## src/hdl/mqed_pkg.sv

```systemverilog
// shared types, codes and defaults for the multi-queue event dispatcher
`default_nettype none

package mqed_pkg;

  // default sizing
  localparam int NUM_ACTORS_DEF  = 8;
  localparam int QUEUE_DEPTH_DEF = 16;

  // configuration port
  localparam int CFG_DATA_W = 8;
  localparam logic CFG_QUEUE_SIZE = 1'b0;
  localparam logic CFG_ENABLED    = 1'b1;

  // reset values of the configuration registers
  localparam logic [4:0] QUEUE_SIZE_RST = 5'd16;
  localparam logic [7:0] ENABLED_RST    = 8'hff;

  // input command codes
  localparam logic [1:0] CMD_POST_BACK  = 2'd0;
  localparam logic [1:0] CMD_POST_FRONT = 2'd1;
  localparam logic [1:0] CMD_SWEEP      = 2'd2;
  localparam logic [1:0] CMD_SWEEP_ALT  = 2'd3;

  // result status codes
  typedef enum logic [2:0] {
    STAT_OK        = 3'd0,
    STAT_FULL      = 3'd1,
    STAT_DISABLED  = 3'd2,
    STAT_DELIVERED = 3'd3,
    STAT_IDLE      = 3'd4
  } status_e;

  // classified operation handed from front to engine
  typedef enum logic [1:0] {
    OP_POST_BACK,
    OP_POST_FRONT,
    OP_SWEEP,
    OP_REJECT
  } op_e;

  // engine state
  typedef enum logic {
    ENG_IDLE,
    ENG_SWEEP
  } eng_state_e;

  typedef struct packed {
    logic [1:0]  cmd;
    logic [2:0]  actor_index;
    logic [15:0] event_in;
    logic [31:0] param_in;
  } in_item_t;

  typedef struct packed {
    status_e     status;
    logic [2:0]  actor_out;
    logic [15:0] event_out;
    logic [31:0] param_out;
    logic        last;
  } out_item_t;

  typedef struct packed {
    op_e         op;
    logic [2:0]  actor;
    logic [15:0] evt;
    logic [31:0] par;
  } cmd_t;

endpackage

`default_nettype wire

```

## src/hdl/mqed_cmd_fifo.sv

```systemverilog
// two-entry command queue between front end and engine
`default_nettype none

module mqed_cmd_fifo (
  input  wire logic           clk_i,
  input  wire logic           rst_ni,
  input  wire logic           push_valid_i,
  output logic                push_ready_o,
  input  wire mqed_pkg::cmd_t push_cmd_i,
  output logic                pop_valid_o,
  input  wire logic           pop_ready_i,
  output mqed_pkg::cmd_t      pop_cmd_o
);
  import mqed_pkg::*;

  cmd_t       entry_q [2];
  logic       wr_q, wr_d;
  logic       rd_q, rd_d;
  logic [1:0] count_q, count_d;
  logic       push, pop;

  assign push_ready_o = (count_q != 2'd2);
  assign pop_valid_o  = (count_q != 2'd0);
  assign pop_cmd_o    = entry_q[rd_q];
  assign push         = push_valid_i && push_ready_o;
  assign pop          = pop_valid_o && pop_ready_i;

  // pointer and occupancy update
  always_comb begin
    wr_d    = push ? ~wr_q : wr_q;
    rd_d    = pop ? ~rd_q : rd_q;
    count_d = count_q;
    if (push && !pop) begin
      count_d = count_q + 2'd1;
    end else if (pop && !push) begin
      count_d = count_q - 2'd1;
    end
  end

  always_ff @(posedge clk_i or negedge rst_ni) begin
    if (!rst_ni) begin
      wr_q    <= 1'b0;
      rd_q    <= 1'b0;
      count_q <= 2'd0;
    end else begin
      wr_q    <= wr_d;
      rd_q    <= rd_d;
      count_q <= count_d;
    end
  end

  // entry storage
  always_ff @(posedge clk_i) begin
    if (push) begin
      entry_q[wr_q] <= push_cmd_i;
    end
  end

endmodule

`default_nettype wire

```

## config.mk

```make
export PLATFORM = sky130hd
export DESIGN_NAME = mqed_cmd_fifo
export DESIGN_NICKNAME = d
export VERILOG_FILES = /design/src/hdl/mqed_pkg.sv /design/src/hdl/mqed_cmd_fifo.sv
export SDC_FILE = /design/constraint.sdc
export NUM_CORES = 1
export LEC_CHECK = 0
export ABC_AREA = 1
export BUFFER_PORTS_ARGS = -buffer_cell sky130_fd_sc_hd__buf_2
export CORE_ASPECT_RATIO = 0.6
export CORE_UTILIZATION = 40
export CTS_CLUSTER_DIAMETER = 120
export DETAILED_ROUTE_END_ITERATION = 10
export GPL_TIMING_DRIVEN = 0
export PLACE_DENSITY = 0.63
export SLEW_MARGIN = 20
export SYNTH_ARGS = -nofsm -noshare
export SYNTH_HDL_FRONTEND = slang
export SYNTH_SLANG_ARGS = --single-unit
```

## constraint.sdc

```tcl
create_clock -name clk_i -period 4.1 [get_ports clk_i]
set_clock_uncertainty 0.05 [all_clocks]
set_input_delay 0.615 -clock clk_i [delete_from_list [all_inputs] [get_ports clk_i]]
set_output_delay 0.615 -clock clk_i [all_outputs]
set_load 0.005 [all_outputs]
```

## Word-level counts from Yosys, hierarchy flattened

Memories as Yosys holds them, arrays and structs flattened.
Cells that the tools add are included.

| word-level totals | value |
|---|---|
| bits in registers | 4 |
| memory bits (writable) | 106 |
| input bits | 57 |
| output and inout port bits | 55 |
| word-level logic and storage cells | 21 |
| memories kept | 1 |

Memories:

| name | words | width | read ports | clocked after Yosys merged registers in | wr ports | RTL line | text |
|---|---|---|---|---|---|---|---|
| entry_q | 2 | 53 | 1 | 0 | 1 | mqed_cmd_fifo.sv:16 | `cmd_t entry_q [2];` |

| operators by class | value |
|---|---|
| add/subtract/negate cells | 2 |
| equal/unequal tests | 1 |
| multiplexer cells | 4 |
| bitwise gates (word level) | 2 |
| reductions and logical operators | 8 |

Operators with widths:

| operator | number |
|---|---|
| logical AND 1 bit | 4 |
| 2-to-1 mux 2 bit | 2 |
| nonzero test 2 bit | 2 |
| adder 2 x 1 -> 2 bit, second input constant | 1 |
| logical NOT 1 bit | 2 |
| 2-to-1 mux 1 bit | 2 |
| != test 2 bit, second input constant | 1 |
| inverter 1 bit | 2 |
| subtractor 2 x 1 -> 2 bit, second input constant | 1 |

## Longest topological paths before layout

| depth | value |
|---|---|
| depth after elaboration | 6 |
| mapped depth | 10 |
| gate-level depth less buffers | 10 |

## Worst setup path after synthesis

No wires, ideal clock.

| timing path | value |
|---|---|
| kind | input to register |
| start | input port push_valid_i |
| end | memory entry_q[0][0] (netlist bit), enable pin |
| library setup time | 0.464 ns |
| data arrival time | 2.912 ns |
| data required time | 3.586 ns |
| setup slack | 0.674 ns |
| stages | 2 |
| buffers on the path | 0 |
| cell sequence | nand2_2 nor2_1 |

| between the ends | value |
|---|---|
| longest elaborated chain between the ends | 3 |

Ends and longest elaborated chain:

| item | RTL line | text |
|---|---|---|
| start, declared | mqed_cmd_fifo.sv:7 | `input wire logic push_valid_i,` |
| logical AND 1 bit | mqed_cmd_fifo.sv:25 | `assign push = push_valid_i && push_ready_o;` |
| 2-to-1 mux 1 bit | mqed_cmd_fifo.sv:54 | `if (push) begin` |
| 2-to-1 mux 1 bit (implied by the code) | mqed_cmd_fifo.sv:55 | `entry_q[wr_q] <= push_cmd_i;` |
| end, declared | mqed_cmd_fifo.sv:16 |  |

Every way passes these cells.

==> impl_metrics.yaml <==
grt:
  grt_max_degree: 25
  grt_pass1_wl_mm: 11.8
  grt_use_total: 0.150
  grt_use_met2: 0.232
  antenna_found_initial: 0
  use_met3: 0.0676
  grt_pass1_vias: 2493
  gr-usage-met1: 0.189
  grt_overflow_total: 0
  busiest_layer: "met2"
cts:
  insertion_delay_ns: 0.33
  cts_tree: "yes"
  clockBufferDepth: 2
  holdBufCountCts: 0
  post_cts_buffers: 0
  numCtsBuffers: 9
  root_buffer: "clkbuf_16"
  ctsResizeCount: 0
  htreeDepth: 3
  cts.clk_slew.worst_paths_ns: 0.07
  clock_sinks: 110
floorplanning:
  die-area_mm2: 0.0107
  core-area_mm2: 0.00991
  initial_core_util: 0.415
  die_w_um: 133
  io_pins: 112
  rows: 28
  fp.dieH_um: 80.5
yosys:
  syn-num-nets: 363
  seq_area_frac_synth: 0.799
  yosys_warnings: 0
  ys_ff_latch: 110
  syn_area_per_cell_um2: 13.5
  synth_area_mm2: 0.00411
  synth-edff-count: 106
  ys.flop_type: "edfxtp_1"
  synth_top_cells_by_count: "168 x nand2_1, 106 x edfxtp_1, 6 x buf_6, 6 x inv_1, 5 x buf_4"
  synthArstFlopShare: 0.0364
  yosys.area.top_type: "edfxtp_1"
  ys_types: 14
  synth.most_common_cell: "nand2_1"
  synth_area_leaders: "edfxtp_1 77%, nand2_1 15%, dfrtp_1 2.4%"
  synth_top_cell_area_share: 0.774
  syn-instance-count: 305
timing:
  hold_viol_final: 0
  worst_pin_slew_ns: 0.306
  finalSetupViolations: 0
  maxSlewViolCount: 0
  fin_crit_ns: 2.06
  fmax_ghz: 0.485
  fin_crit_sh: 0.503
  rsz0062_at_grt: "false"
  relSlewSlack: 0.795
  fin_setup_tns_ns: 0
routing:
  drt_first_pass_iters: 4
  drt-total-wl_mm: 7.59
  wl_per_cell_um: 13.3
  ant_nets: 0
  via_per_inst: 4.46
  vias: 2540
  drt_iter0_markers: 63
  drc: 0
power:
  combinationalPowerShare: 0.338
  intPower_mw: 2.43
  seq_power_share: 0.450
  power_density_mw_per_mm2: 685
  p_sw_frac: 0.315
  total_power_mw: 3.55
  pwr-share-clk: 0.212
  power_leakage_nw: 2.25
  p_sw_mw: 1.12
  ir_drop_uv: 311
final_layout:
  postLayoutCellArea_mm2: 0.00519
  final_nets: 489
  syn2layout_area_growth_pct: 26.2
  finalNonFillerCells: 570
  multi_input_area_um2: 706
  num-fill-cells: 869
  layout-drive-gt1-share: 0.329
  ff_latch_area_mm2: 0.00328
  antenna_cells: 0
critical_path:
  worstSetupEndpointType: "output port"
  crit_path_max_fanout: 10
  worst_r2r_endpoint: "entry_q[0][9]"
  r2r_slack_ns: 2.35
  cp.required_ns: 3.43
  timing.rr.start: "count_q[0]"
  worstPathArrival_ns: 1.40
  ff2ff_path_depth: 6
  critical_path_class: "reg -> out"
  startpoint_type: "flip-flop"
placement:
  detailed_place_hpwl_mm: 5.22
  post_dp_cell_area_mm2: 0.00493
  dp_cells: 555
  globalplace.congestion: 0.729
  numPortBuffers: 111
outcome:
  status: "complete, no violations"
hold_path:
  holdCritPathClass: "in -> async"
flow_run:
  max_cap_violations: 0
-- worst max-delay path by stage --
stage | slack (ns) | from | end | depth (start not counted)
final | 2.04 | rd_q | pop_cmd_o[48] | 6
after global routing | 1.94 | rd_q | pop_cmd_o[48] | 6
after CTS | 2.01 | rd_q | pop_cmd_o[48] | 6
after detailed placement | 2.16 | push_valid_i | entry_q[0][13] | 5
after global placement | -0.73 | push_valid_i | entry_q[0][19] | 3
after floorplan | 0.67 | push_valid_i | entry_q[0][0] | 2
-- cell families after synthesis --
kind of cell             synth area share
AND/OR/NAND/NOR                     0.161
flip-flops                          0.799
buffers and inverters              0.0332
XOR/XNOR                          0.00426
adder cells (fa/ha/maj)           0.00304
-- power by group through the flow --
stage,logic [mW],registers (mW),clock network (mW)
5_1_grt,1.36,1.62,0.815
3_3_place_gp,1.14,1.65,0
6_report,1.20,1.60,0.755
4_1_cts,1.23,1.60,0.775
3_5_place_dp,1.22,1.62,0
2_1_floorplan,0.661,1.63,0
-- critical path, stage by stage, from the launching register on --
cell and delay [ns]:
dfrtp_1 0.37, buf_6 0.15, inv_6 0.12, buf_6 0.16, nand2_1 0.05, nand2_1 0.09, buf_2 0.12
-- cell usage in the layout, fill, tap and decap left out --
master / instances
inv_6: 1
inv_1: 6
xor2_1: 1
clkinv_2: 2
nand4_1: 1
nand2_2: 1
buf_12: 4
nor2_4: 2
clkbuf_16: 9
buf_2: 111
nand3_1: 2
ha_1: 1
nand2_1: 168
clkinvlp_4: 2
xnor2_1: 1
buf_4: 5
buf_6: 6
dfrtp_1: 4
clkbuf_1: 2
edfxtp_1: 106
-- metrics by stage --
step	hold WS, ns	util	setup slack [ns]
2_1_floorplan	0.269	-	0.674
3_3_place_gp	0.373	0.488	-0.725
3_5_place_dp	0.376	0.497	2.16
4_1_cts	0.0102	0.523	2.01
5_1_grt	0.00568	0.523	1.94
6_report	0.0204	0.523	2.04
-- per-layer routing --
metal / up-vias / routed length [um]
met5: - / 0
met2: 88 / 3420
li1: 1272 / -
met4: 0 / 53
met3: 6 / 714
met1: 1174 / 3400
-- area by class of cell --
| cell class | count | share of cell area |
|---|---|---|
| Buffer | 11 | 0.0203 |
| Clock buffer | 11 | 0.0449 |
| Clock inverter | 4 | 0.00482 |
| Inverter | 7 | 0.00603 |
| Multi-Input combinational cell | 177 | 0.136 |
| Sequential cell | 110 | 0.633 |
| Tap cell | 135 | 0.0326 |
| Timing Repair Buffer | 115 | 0.123 |
-- registers in the layout (all words and copies together), names as in the netlist --
register  count
count_q       2
entry_q     106
rd_q          1
wr_q          1
Power figures use the tool's default switching activity.
